File: src/ugb_pkg.sv
// Package for the uniform grid binning core: payload types, command and status codes.
// No dependencies.
`default_nettype none
package ugb_pkg;
  localparam int MAX_POINTS = 1024;
  localparam int MAX_CELLS = 4096;
  localparam int PW = $clog2(MAX_POINTS);
  localparam int CW = $clog2(MAX_CELLS);
  localparam int NW = PW + 1;
  localparam logic [31:0] ONE_Q16 = 32'd65536;

  localparam logic [2:0] CMD_BEGIN = 3'd0;
  localparam logic [2:0] CMD_ADD = 3'd1;
  localparam logic [2:0] CMD_FINISH = 3'd2;
  localparam logic [2:0] CMD_RSLOT = 3'd3;
  localparam logic [2:0] CMD_RCELL = 3'd4;

  localparam logic [1:0] ST_OK = 2'd0;
  localparam logic [1:0] ST_GRID = 2'd1;
  localparam logic [1:0] ST_RANGE = 2'd2;

  localparam logic [2:0] REG_SEP = 3'd0;
  localparam logic [2:0] REG_ALI = 3'd1;
  localparam logic [2:0] REG_COH = 3'd2;
  localparam logic [2:0] REG_XE = 3'd3;
  localparam logic [2:0] REG_YLO = 3'd4;
  localparam logic [2:0] REG_YHI = 3'd5;
  localparam logic [2:0] REG_ZE = 3'd6;

  typedef struct packed {
    logic [2:0] command;
    logic signed [31:0] pos_x;
    logic signed [31:0] pos_y;
    logic signed [31:0] pos_z;
    logic [11:0] lookup_index;
  } in_item_t;

  typedef struct packed {
    logic [1:0] status;
    logic [9:0] point_number;
    logic [11:0] cell_number;
    logic [10:0] cell_start;
    logic [10:0] cell_population;
  } out_item_t;

  // Classified job handed from front to back.
  typedef struct packed {
    logic [2:0] command;
    logic [32:0] off_x;
    logic [32:0] off_y;
    logic [32:0] off_z;
    logic [11:0] lookup_index;
  } job_t;
endpackage
`default_nettype wire

File: src/ugb_front.sv
// Front end: accepts items, forms axis offsets from the world bounds, queues jobs.
// Depends on ugb_pkg.
`default_nettype none
module ugb_front
  import ugb_pkg::*;
(
  input  wire logic              clk,
  input  wire logic              rst_n,
  input  wire logic              in_valid,
  output logic                   in_stall,
  input  wire in_item_t          in_data,
  input  wire logic [30:0]       xe,
  input  wire logic signed [31:0] ylo,
  input  wire logic [30:0]       ze,
  output logic                   job_valid,
  input  wire logic              job_take,
  output job_t                   job
);
  // two-entry queue
  job_t q_r [2];
  logic [1:0] cnt_r, cnt_nxt;
  logic rd_r, rd_nxt;
  job_t nj;
  logic acc;

  always_comb begin
    nj.command = in_data.command;
    nj.off_x = {in_data.pos_x[31], in_data.pos_x} + {2'b0, xe};
    nj.off_y = {in_data.pos_y[31], in_data.pos_y} - {ylo[31], ylo};
    nj.off_z = {in_data.pos_z[31], in_data.pos_z} + {2'b0, ze};
    nj.lookup_index = in_data.lookup_index;
  end

  assign in_stall = (cnt_r == 2'd2);
  assign acc = in_valid && !in_stall;
  assign job_valid = (cnt_r != 2'd0);
  assign job = q_r[rd_r];

  always_comb begin
    cnt_nxt = cnt_r + {1'b0, acc} - {1'b0, job_take};
    rd_nxt = job_take ? !rd_r : rd_r;
  end

  always_ff @(posedge clk) begin
    if (!rst_n) begin
      cnt_r <= 2'd0;
      rd_r <= 1'b0;
    end else begin
      cnt_r <= cnt_nxt;
      rd_r <= rd_nxt;
    end
    if (acc) q_r[rd_r ^ cnt_r[0]] <= nj;
  end
endmodule
`default_nettype wire

File: config.mk
export PLATFORM = sky130hd
export DESIGN_NAME = ugb_front
export DESIGN_NICKNAME = d
export VERILOG_FILES = /design/src/ugb_pkg.sv /design/src/ugb_front.sv
export SDC_FILE = /design/constraint.sdc
export NUM_CORES = 1
export LEC_CHECK = 0
export BUFFER_PORTS_ARGS = -buffer_cell sky130_fd_sc_hd__buf_2
export CAP_MARGIN = 10
export CORE_MARGIN = 2
export CORE_UTILIZATION = 24
export CTS_CLUSTER_DIAMETER = 40
export DETAILED_ROUTE_END_ITERATION = 10
export PLACE_DENSITY = 0.41
export SETUP_SLACK_MARGIN = 0.4
export SYNTH_ARGS = -nofsm -noshare
export SYNTH_HDL_FRONTEND = slang
export SYNTH_SLANG_ARGS = --single-unit
export TNS_END_PERCENT = 10
File: constraint.sdc
create_clock -name clk -period 6.9 [get_ports clk]
set_input_delay 0.345 -clock clk [delete_from_list [all_inputs] [get_ports clk]]
set_output_delay 0.345 -clock clk [all_outputs]
set_load 0.005 [all_outputs]
; ---- Word-level counts from Yosys, hierarchy flattened
; Memories as Yosys holds them, arrays and structs flattened. A register that Yosys moved wholly into a read port is not among the register bits.
; Index checks and enable logic that the tools add are counted.
[totals]
ff_bits = 3
ramBits = 228
wordCells = 18
output_inout_bits = 116
n_memories = 1
[op_classes]
n_addsub = 5
eq_ne = 1
n_reduce_logical = 4
muxes = 4
bitwise_logic = 1
[memory_table]
columns = memory, words, word_bits, read_ports, rd_clocked_by_memory_dff, wr, line_no
row1 = q_r, 2, 114, 1, 1, 1, ugb_front.sv:20  ; job_t q_r [2];
[ops]
columns = op, n
row1 = $add A32 B32 Y33, 2
row2 = $sub A32 B32 Y33, 1
row3 = $mux W1, 4
row4 = $add A2 B1 Y2, 1
row5 = $eq A2 B2 Y1 const B, 1
row6 = $logic_not A1 Y1, 2
row7 = $reduce_bool A2 Y1, 1
row8 = $sub A2 B1 Y2, 1
row9 = $logic_and A1 B1 Y1, 1
row10 = $xor A1 B1 Y1, 1

; ---- Logic depth before layout (Yosys ltp)
; Gate-level depths: netlist of run 1.
[depth]
depth_word = 5
mapped_depth = 12
mapped_depth_nobuf = 12

; ---- Worst setup path before layout of run 1
; OpenSTA, ideal clock, no wires.
[synth_timing]
path_type = register -> register
start = register cnt_r[1]
end = memory q_r[1][0] (netlist bit) (enable)
setup_slack_ns = 0.624
period_less_slack_ns = 6.276
stages_incl_launch_ff = 4
t_required_ns = 6.299
path_buffers = 0
arrival_time_ns = 5.674
cell_sequence = dfxtp_1 -> nor2b_1 -> nand2b_1 -> nor2b_1
[synth_via]
elab_chain_len = 5
[synth_rtl]
columns = element, line_no
row1 = start: declaration, ugb_front.sv:21  ; logic [1:0] cnt_r, cnt_nxt;
row2 = start signal: assignment, ugb_front.sv:49  ; cnt_r <= cnt_nxt;
row3 = $eq A2 B2 Y1, ugb_front.sv:34  ; assign in_stall = (cnt_r == 2'd2);
row4 = net in_stall, ugb_front.sv:10  ; output logic in_stall,
row5 = $logic_not A1 Y1, ugb_front.sv:35  ; assign acc = in_valid && !in_stall;
row6 = $logic_and A1 B1 Y1, ugb_front.sv:35
row7 = $mux W1, ugb_front.sv:52  ; if (acc) q_r[rd_r ^ cnt_r[0]] <= nj;
row8 = $mux W1 (implied by the code), ugb_front.sv:52
row9 = end: declaration, ugb_front.sv:20
; The timed path passes the listed nets, and every way through them passes these cells.

==> results of run 1 <==
[power groups by stage]
stage | clock [µW] | sequential [µW] | combinational, µW
2_1_floorplan | 0 | 2100 | 750
3_3_place_gp | 0 | 2070 | 1270
3_5_place_dp | 0 | 2080 | 1280
4_1_cts | 2580 | 2060 | 1290
5_1_grt | 2650 | 2080 | 1390
6_report | 2500 | 2050 | 1250
[placed cells by master (no fill, tap or decap), types with 11 or more instances in the layout]
cell type and count:
a21o_1 44, a21oi_1 92, buf_2 324, clkbuf_16 57, clkinvlp_4 12, dlygate4sd3_1 16
edfxtp_1 228, ha_1 96, inv_1 48, mux2_2 114, nand2_1 42, nand2b_1 13
nand3_1 17, nand4_1 11, nor2_1 35, nor2b_1 12, nor3_1 11, o21a_1 12
o21ai_0 32, o21ai_1 13, o21bai_1 12, xnor2_1 51, xor2_1 36
[worst max-delay path, delay by kind of cell, from the launching register on]
family   cells  cell delay, ps
flops        1            1020
buf+inv      2             900
mux          1             450
[metal layers]
metal	GRT usage	up-vias	routed length, µm
met1	0.1536	4555	15510
met3	0.04343	70	2799
met4	0.04364	8	819
met5	0	-	48
met2	0.2142	261	17240
li1	-	4749	-
[final timing paths]
check,to,cells past startpoint
hold reg to reg,cnt_r[1],2
hold / removal,q_r[0][78],2
setup / recovery,job[38],3
setup reg to reg,q_r[1][3],3
[logic make-up (layout without fill, tap and decap cells)]
logic type / count (synthesis) / after routing / synth area share
xor+xnor: 87 / 87 / 0.05821
simple gates: 174 / 174 / 0.06948
buf+inv: 70 / 497 / 0.02017
mux: 115 / 115 / 0.09882
fa+ha+maj: 99 / 99 / 0.09634
compound gates: 264 / 264 / 0.1279
flops: 232 / 232 / 0.5291
[final cells by class]
cell class | instances | area, µm² | area share
Sequential cell | 232 | 6930 | 0.3949
Clock inverter | 39 | 346.6 | 0.01975
Multi-Input combinational cell | 739 | 5916 | 0.3371
Timing Repair Buffer | 345 | 1819 | 0.1037
Inverter | 48 | 180.2 | 0.01027
Tap cell | 696 | 870.8 | 0.04962
Clock buffer | 65 | 1486 | 0.08470
[flip-flops by register name, indices dropped and copies added, names as in the netlist, named ones only]
| signal | flops |
|---|---|
| q_r | 228 |
| rd_r | 1 |
| cnt_r | 2 |
[through the flow]
| step | utilization | instance area (µm²) |
|---|---|---|
| final | 0.3255 | 17550 |
| after CTS | 0.3255 | 17550 |
| after floorplan | - | 13090 |
| after global placement | 0.2885 | 15560 |
| after global routing | 0.3255 | 17550 |
| after detailed placement | 0.2885 | 15560 |
[what timing repair did]
action / in CTS / in global routing
setup buffers: 0 / 0
hold buffers: 16 / 0
hold endpoints to repair: 34 / 0
==> flow_metrics.env, run 1 <==
export IMPL_ys_ff_latch=232
export IMPL_path_cells="buf_4 > mux2_2 > buf_2"
export IMPL_cts_tree="yes"
export IMPL_synth_async_sr_flop_share=0
export IMPL_drt_pre_antenna_iters=5
export IMPL_root_buffer="clkbuf_16"
export IMPL_cts_repair_resized=0
export IMPL_post_drt_wl_per_cell_um=16.83
export IMPL_crit_path_max_fanout=67
export IMPL_final_cells=2164
export IMPL_fillers=5530
export IMPL_grt_overflow_total=0
export IMPL_critPathKind="register to primary output"
export IMPL_max_freq_mhz=295.4
export IMPL_gp_congestion=0.7856
export IMPL_slowest_stage="dfxtp_4"
export IMPL_power_frac_comb=0.215
export IMPL_cap_violations=0
export IMPL_p_leak_uw=0.007237
export IMPL_dp_slack_ps=3314
export IMPL_viasPerCell=4.456
export IMPL_synth_area_top_cells="edfxtp_1 (52%), mux2_2 (9.8%), ha_1 (9.2%)"
export IMPL_cts_max_level=2
export IMPL_clkPwrFrac=0.431
export IMPL_setup_viol=0
export IMPL_ir_drop_v=0.0001733
export IMPL_portBuffers=324
export IMPL_dp_hpwl_um=26740
export IMPL_antenna_cells=0
export IMPL_drcViolationCount=0
export IMPL_dp_cells=2044
export IMPL_grt_max_degree=68
export IMPL_required_ps=6550
export IMPL_setup_tns_ps=0
export IMPL_chipHeight_um=237.6
export IMPL_synth_area_mm2=0.01309
export IMPL_cts_sinks=232
export IMPL_grt_pass1_vias=10180
export IMPL_p_sw_uw=1612
export IMPL_maxSlewViolCount=0
export IMPL_ys_top_cells_by_count="edfxtp_1 (228), mux2_2 (114), ha_1 (96), a21oi_1 (92), xnor2_1 (51)"
export IMPL_dieWidth_um=237.6
export IMPL_intPower_uw=4190
export IMPL_netlist_instances=1041
export IMPL_yosysSeqAreaShare=0.5291
export IMPL_synthFlopType="edfxtp_1"
export IMPL_slew_headroom=0.2939
export IMPL_synth_warnings=0
export IMPL_netSwitchingFraction=0.2779
export IMPL_max_stage_delay_ps=1020
export IMPL_clk_path_buf_depth=3
export IMPL_grt_usage=0.1280
export IMPL_grt_pass1_wl_um=56320
export IMPL_dieArea_mm2=0.05643
export IMPL_vias=9643
export IMPL_area_delta_synth_final_pct=34.05
export IMPL_holdWs_ps=88.42
export IMPL_pwr_share_seq=0.354
export IMPL_ios=325
export IMPL_layout_drive_gt1_share=0.3760
export IMPL_num_rows=85
export IMPL_start_util=0.2428
export IMPL_yosysTopAreaCell="edfxtp_1"
export IMPL_synth_nets=1349
export IMPL_worstMarginPinSlew_ps=1059
export IMPL_outcome="finished, final reports clean"
export IMPL_cts_buffers_inserted=56
export IMPL_synth_most_common_cell="edfxtp_1"
export IMPL_hold_viol=0
export IMPL_drt_iter0_markers=362
export IMPL_clk_pin_slew_ps=40
export IMPL_endpoint_kind="primary output"
export IMPL_fin_ws_ps=3515
export IMPL_postRouteAntennaNets=0
export IMPL_rsz0062_at_grt="no"
export IMPL_start_kind="register"
export IMPL_fin_worst_skew_ps=19.70
export IMPL_fin_crit_ps=3385
export IMPL_min_path_type="primary input to register"
export IMPL_powerDensity_mw_per_mm2=330.6
export IMPL_hold_path_startpoint="xe[0]"
export IMPL_synth_cell_types=63
export IMPL_post_route_period_util=0.4906
export IMPL_r2r_start="cnt_r[0]"
export IMPL_reg2reg_slack_ps=4330
export IMPL_synth_edf_count=228
export IMPL_clk_latency_ps=580
export IMPL_design_core_area_mm2=0.05392
export IMPL_synth_top_area_share=0.5230
export IMPL_antenna_found_initial=4
export IMPL_layout_nets=1730
export IMPL_syn_area_per_cell_um2=12.58
export IMPL_totalWireLength_um=36420
export IMPL_crit_arrival_ps=3040
export IMPL_power_uw=5802
Note: power is estimated with default switching activity, not from simulation.
==> run 2, diff against run 1 <==
Settings changed: ABC_AREA from default to 1, PLACE_DENSITY 0.41 to 0.42.
Clock period 6.9 ns to 2.81 ns, I/O delays scaled along.
==> flow_metrics.env, run 2 <==
export IMPL_outcome="finished, final reports clean"
export IMPL_largest_register_ffs=228
export IMPL_synthMuxAreaShare=0.08153
export IMPL_syn_area_per_cell_um2=8.046
export IMPL_fin_area_mm2=0.02066
export IMPL_grt_overflow_total=0
export IMPL_start_kind="register"
export IMPL_crit_path_max_fanout=51
export IMPL_antenna_cells=0
export IMPL_p_leak_uw=0.01056
export IMPL_dpl_cell_area_mm2=0.01851
export IMPL_final_cell_mix="nand2_1 (733), inv_1 (409), buf_2 (324)"
export IMPL_grt_pass1_vias=13460
export IMPL_max_freq_mhz=445.9
export IMPL_maxSlewViolCount=0
export IMPL_powerDensity_mw_per_mm2=689.7
export IMPL_dieWidth_um=260.1
export IMPL_drt_iter0_markers=611
export IMPL_setup_viol=0
export IMPL_post_drt_wl_per_cell_um=14.65
export IMPL_drcViolationCount=0
export IMPL_final_common_cell="nand2_1"
export IMPL_fin_worst_skew_ps=14.24
export IMPL_synth_area_top_cells="edfxtp_1 (43%), nand2_1 (17%), inv_1 (9.8%)"
export IMPL_chipHeight_um=260.1
export IMPL_synth_fa_ha_area_frac=0.08010
export IMPL_portBuffers=324
export IMPL_drt_pre_antenna_iters=5
export IMPL_fin_crit_ps=2243
export IMPL_cts_tree="yes"
export IMPL_min_path_type="primary input to register"
export IMPL_gp_congestion=0.8531
export IMPL_rsz0062_at_grt="no"
export IMPL_hold_viol=0
export IMPL_synth_top_family_by_area="simple AND/OR/NAND/NOR gates"
export IMPL_clk_pin_slew_ps=50
export IMPL_synth_async_sr_flop_share=0
export IMPL_yosys_area_share_simple=0.2449
export IMPL_setup_tns_ps=0
export IMPL_vias=13410
export IMPL_post_route_period_util=0.7981
export IMPL_num_rows=93
export IMPL_ios=325
export IMPL_netlist_instances=1957
export IMPL_grt_usage=0.1383
export IMPL_r2r_start="cnt_r[1]"
export IMPL_synth_area_mm2=0.01575
export IMPL_clk_latency_ps=580
export IMPL_viasPerCell=4.114
export IMPL_design_core_area_mm2=0.06470
export IMPL_synth_nets=2265
export IMPL_ir_drop_v=0.0004789
export IMPL_dp_cells=3128
export IMPL_critPathKind="register to primary output"
export IMPL_postRouteAntennaNets=0
export IMPL_synth_most_common_cell="nand2_1"
export IMPL_dieArea_mm2=0.06767
export IMPL_post_cts_setup_buffer_count=0
export IMPL_final_cells=3259
export IMPL_synth_warnings=0
export IMPL_yosysSeqAreaShare=0.4399
export IMPL_holdWs_ps=43.85
export IMPL_hold_path_startpoint="ylo[1]"
export IMPL_yosysTopAreaCell="edfxtp_1"
export IMPL_slew_headroom=0.6488
export IMPL_cts_max_level=2
export IMPL_ys_top_cells_by_count="nand2_1 (733), inv_1 (410), edfxtp_1 (228), nor2_1 (116), mux2_2 (114)"
export IMPL_synth_edf_count=228
export IMPL_grt_pass1_wl_um=72460
export IMPL_area_delta_synth_final_pct=31.21
export IMPL_synthXorXnorAreaFrac=0.02614
export IMPL_cts_sinks=232
export IMPL_endpoint_kind="primary output"
export IMPL_cts_buffers_inserted=55
export IMPL_layout_drive_gt1_share=0.2350
export IMPL_synthFlopType="edfxtp_1"
export IMPL_cap_violations=0
export IMPL_crit_arrival_ps=2100
export IMPL_totalWireLength_um=47750
export IMPL_grt_max_degree=60
export IMPL_start_util=0.2434
export IMPL_synth_cell_types=27
export IMPL_antenna_found_initial=2
export IMPL_synth_compound_area_frac=0.02408
export IMPL_required_ps=2670
export IMPL_cts_repair_resized=0
export IMPL_layout_nets=2666
export IMPL_dp_hpwl_um=37390
export IMPL_clk_path_buf_depth=3
export IMPL_ys_ff_latch=232
export IMPL_synth_top_area_share=0.4348
export IMPL_worstMarginPinSlew_ps=523.3
export IMPL_root_buffer="clkbuf_16"
run 2: final cells by class:
cell class	count	area (µm²)
Clock inverter	37	407.9
Multi-Input combinational cell	1301	7226
Clock buffer	66	1460
Timing Repair Buffer	358	2022
Tap cell	855	1070
Inverter	410	1539
Fill cell	6989	44040
Sequential cell	232	6935
run 2: what timing repair did:
item | in CTS | in global routing
endpoints found under the setup margin | 0 | 0
hold buffers | 28 | 0
hold endpoints to repair | 52 | 0
run 2: kinds of logic (layout without fill, tap and decap cells):
logic type | count (synthesis) | after routing
simple gates | 969 | 969
fa+ha+maj | 99 | 99
flops | 232 | 232
mux | 114 | 114
compound gates | 72 | 72
xor+xnor | 47 | 47
buf+inv | 424 | 871
run 2: per-stage QoR:
| stage | setup slack, ps | total power (µW) | util |
|---|---|---|---|
| 4_1_cts | 440.4 | 14560 | 0.3193 |
| 3_3_place_gp | 762.9 | 8013 | 0.2861 |
| 3_5_place_dp | 739.3 | 8042 | 0.2861 |
| 2_1_floorplan | 88.71 | 6666 | - |
| 5_1_grt | 409.7 | 15050 | 0.3193 |
| 6_report | 567.4 | 14250 | 0.3193 |
run 2: metal layers:
| metal | wire (µm) | GRT usage | vias to the layer above |
|---|---|---|---|
| met3 | 2358 | 0.02846 | 69 |
| met4 | 1236 | 0.04444 | 2 |
| met2 | 23060 | 0.2405 | 296 |
| li1 | - | - | 6962 |
| met5 | 11 | 0 | - |
| met1 | 21090 | 0.1704 | 6078 |
run 2: worst paths after layout:
| path | to | slack [ps] | depth (start not counted) |
|---|---|---|---|
| worst max-delay path | job[65] | 570 | 3 |
| worst max register to register | cnt_r[1] | 1070 | 8 |
| worst min-delay path | q_r[1][46] | 40 | 3 |
| worst min register to register | cnt_r[1] | 510 | 2 |
run 2: power breakdown:
| part | switching, µW | internal, µW |
|---|---|---|
| sequential | 122 | 4620 |
| clock | 2060 | 4250 |
| combinational | 1980 | 1210 |
| total | 4160 | 10100 |
run 2: critical path, cell delays in order (launching register included):
cell     delay, ps
dfxtp_4        550
buf_12         340
mux2_2         430
buf_2          140
==> run 3, diff against run 2 <==
Clock period 2.81 ns to 1.9 ns, I/O delays scaled along.
==> flow_metrics.env, run 3 (same netlist as run 2, synthesis figures left out) <==
export IMPL_largest_register_ffs=228
export IMPL_layout_nets=2721
export IMPL_critPathKind="register to primary output"
export IMPL_clk_pin_slew_ps=60
export IMPL_grt_pass1_wl_um=75950
export IMPL_cts_max_level=2
export IMPL_fin_area_mm2=0.02275
export IMPL_root_buffer="clkbuf_16"
export IMPL_design_core_area_mm2=0.06470
export IMPL_drt_iter0_markers=582
export IMPL_setup_viol=16
export IMPL_clk_path_buf_depth=3
export IMPL_fillers=6784
export IMPL_num_rows=93
export IMPL_totalWireLength_um=50640
export IMPL_post_drt_wl_per_cell_um=15.30
export IMPL_portBuffers=324
export IMPL_hold_viol=0
export IMPL_grt_max_degree=50
export IMPL_cts_sinks=232
export IMPL_dieWidth_um=260.1
export IMPL_maxSlewViolCount=0
export IMPL_cap_violations=0
export IMPL_grt_overflow_total=0
export IMPL_power_uw=22600
export IMPL_p_leak_uw=0.01171
export IMPL_worstMarginPinSlew_ps=353.7
export IMPL_dp_cells=3170
export IMPL_chipHeight_um=260.1
export IMPL_required_ps=1800
export IMPL_post_route_period_util=1.028
export IMPL_outcome="finished, violations left"
export IMPL_r2r_end="q_r[0][66]"
export IMPL_violations="setup timing"
export IMPL_fin_worst_skew_ps=18.29
export IMPL_seqCellArea_mm2=0.006939
export IMPL_ir_drop_v=0.0005931
export IMPL_hold_path_startpoint="ylo[1]"
export IMPL_hold_depth=3
export IMPL_drcViolationCount=0
export IMPL_antenna_cells=0
export IMPL_dieArea_mm2=0.06767
export IMPL_fin_ws_ps=-53.22
export IMPL_dp_hpwl_um=38160
export IMPL_powerDensity_mw_per_mm2=993.6
export IMPL_start_util=0.2434
export IMPL_final_common_cell="nand2_1"
export IMPL_multi_input_area_mm2=0.007682
export IMPL_viasPerCell=4.134
export IMPL_antenna_found_initial=1
export IMPL_layout_drive_gt1_share=0.2588
export IMPL_start_kind="register"
export IMPL_max_freq_mhz=512.0
export IMPL_drt_pre_antenna_iters=7
export IMPL_vias=13680
export IMPL_crit_path_max_fanout=6
export IMPL_grt_pass1_vias=13790
export IMPL_ios=325
export IMPL_postRouteAntennaNets=0
export IMPL_cts_tree="yes"
export IMPL_grt_usage=0.1464
export IMPL_gp_congestion=0.8771
export IMPL_endpoint_kind="primary output"
export IMPL_area_delta_synth_final_pct=44.48
export IMPL_r2r_cells=4
export IMPL_crit_arrival_ps=1860
export IMPL_holdWs_ps=38.77
export IMPL_clk_latency_ps=580
export IMPL_min_path_type="primary input to register"
export IMPL_slew_headroom=0.7642
export IMPL_fin_crit_ps=1953
export IMPL_dp_slack_ps=-28.57
export IMPL_cts_buffers_inserted=50
export IMPL_final_cells=3309
export IMPL_reg2reg_slack_ps=320
export IMPL_rsz0062_at_grt="yes"
export IMPL_final_cell_mix="nand2_1 (733), inv_1 (408), edfxtp_1 (228)"
export IMPL_r2r_start="cnt_r[0]"
export IMPL_holdPathEnd="q_r[0][46]"
export IMPL_dpl_cell_area_mm2=0.01891
run 3: changes by cell type in the layout (fill, tap and decap cells not counted), sizes merged:
cell         delta
clkbuf          -8
dlygate4sd3     -4
clkinvlp        -7
bufinv          +4
buf            +58
inv             +3
clkinv          +4
run 3: metal layers:
| layer | global-route usage | vias up | part of all wire |
|---|---|---|---|
| met5 | 0 | - | 0.00022 |
| met3 | 0.02729 | 62 | 0.050 |
| met1 | 0.1777 | 6215 | 0.44 |
| li1 | - | 7099 | - |
| met4 | 0.04698 | 2 | 0.024 |
| met2 | 0.2599 | 301 | 0.49 |
run 3: layout make-up:
cell class	count	area share
multi-input cells	1301	0.3377
flip-flops and latches	232	0.3050
repair buffers	418	0.1619
inverters	410	0.06776
clock buffers	52	0.05577
well taps	855	0.04702
clock inverters	41	0.02480
run 3: how the worst max path moves through the flow:
stage | from | end | slack [ps]
finish | register | job[0] | -50
global route | register | job[0] | -110
CTS | register | job[0] | -100
detailed placement | in_data[44] | q_r[0][77] | -30
global placement | in_data[44] | q_r[0][77] | -70
floorplan | cnt_r[0] | q_r[0][0] | -820
run 3: worst max-delay path, cell delays in order, from the launching register on:
cell and delay (ps):
dfxtp_4 370, buf_12 140, buf_12 130, buf_16 140
mux2_4 350, buf_6 140
run 3: report_power, final:
part	internal [µW]	switching, µW	leakage [µW]
logic	2980	3220	0.00867
clock network	6290	3060	0.000883
registers	6830	212	0.00217
run 3: timing repair:
item	4_1_cts	5_1_grt
gates cloned	9	6
endpoints found under the hold margin	52	0
gates resized for setup	222	50
endpoints found under the setup margin	329	330
hold buffers	24	0
buffers inserted	7	0
pin swaps	4	4
run 3: per-stage QoR:
step | TNS (ps) | util
after floorplan | -183370 | -
after global placement | -450.6 | 0.2924
after detailed placement | -297.5 | 0.2924
after CTS | -4059 | 0.3463
after global routing | -4787 | 0.3516
final | -273.3 | 0.3516
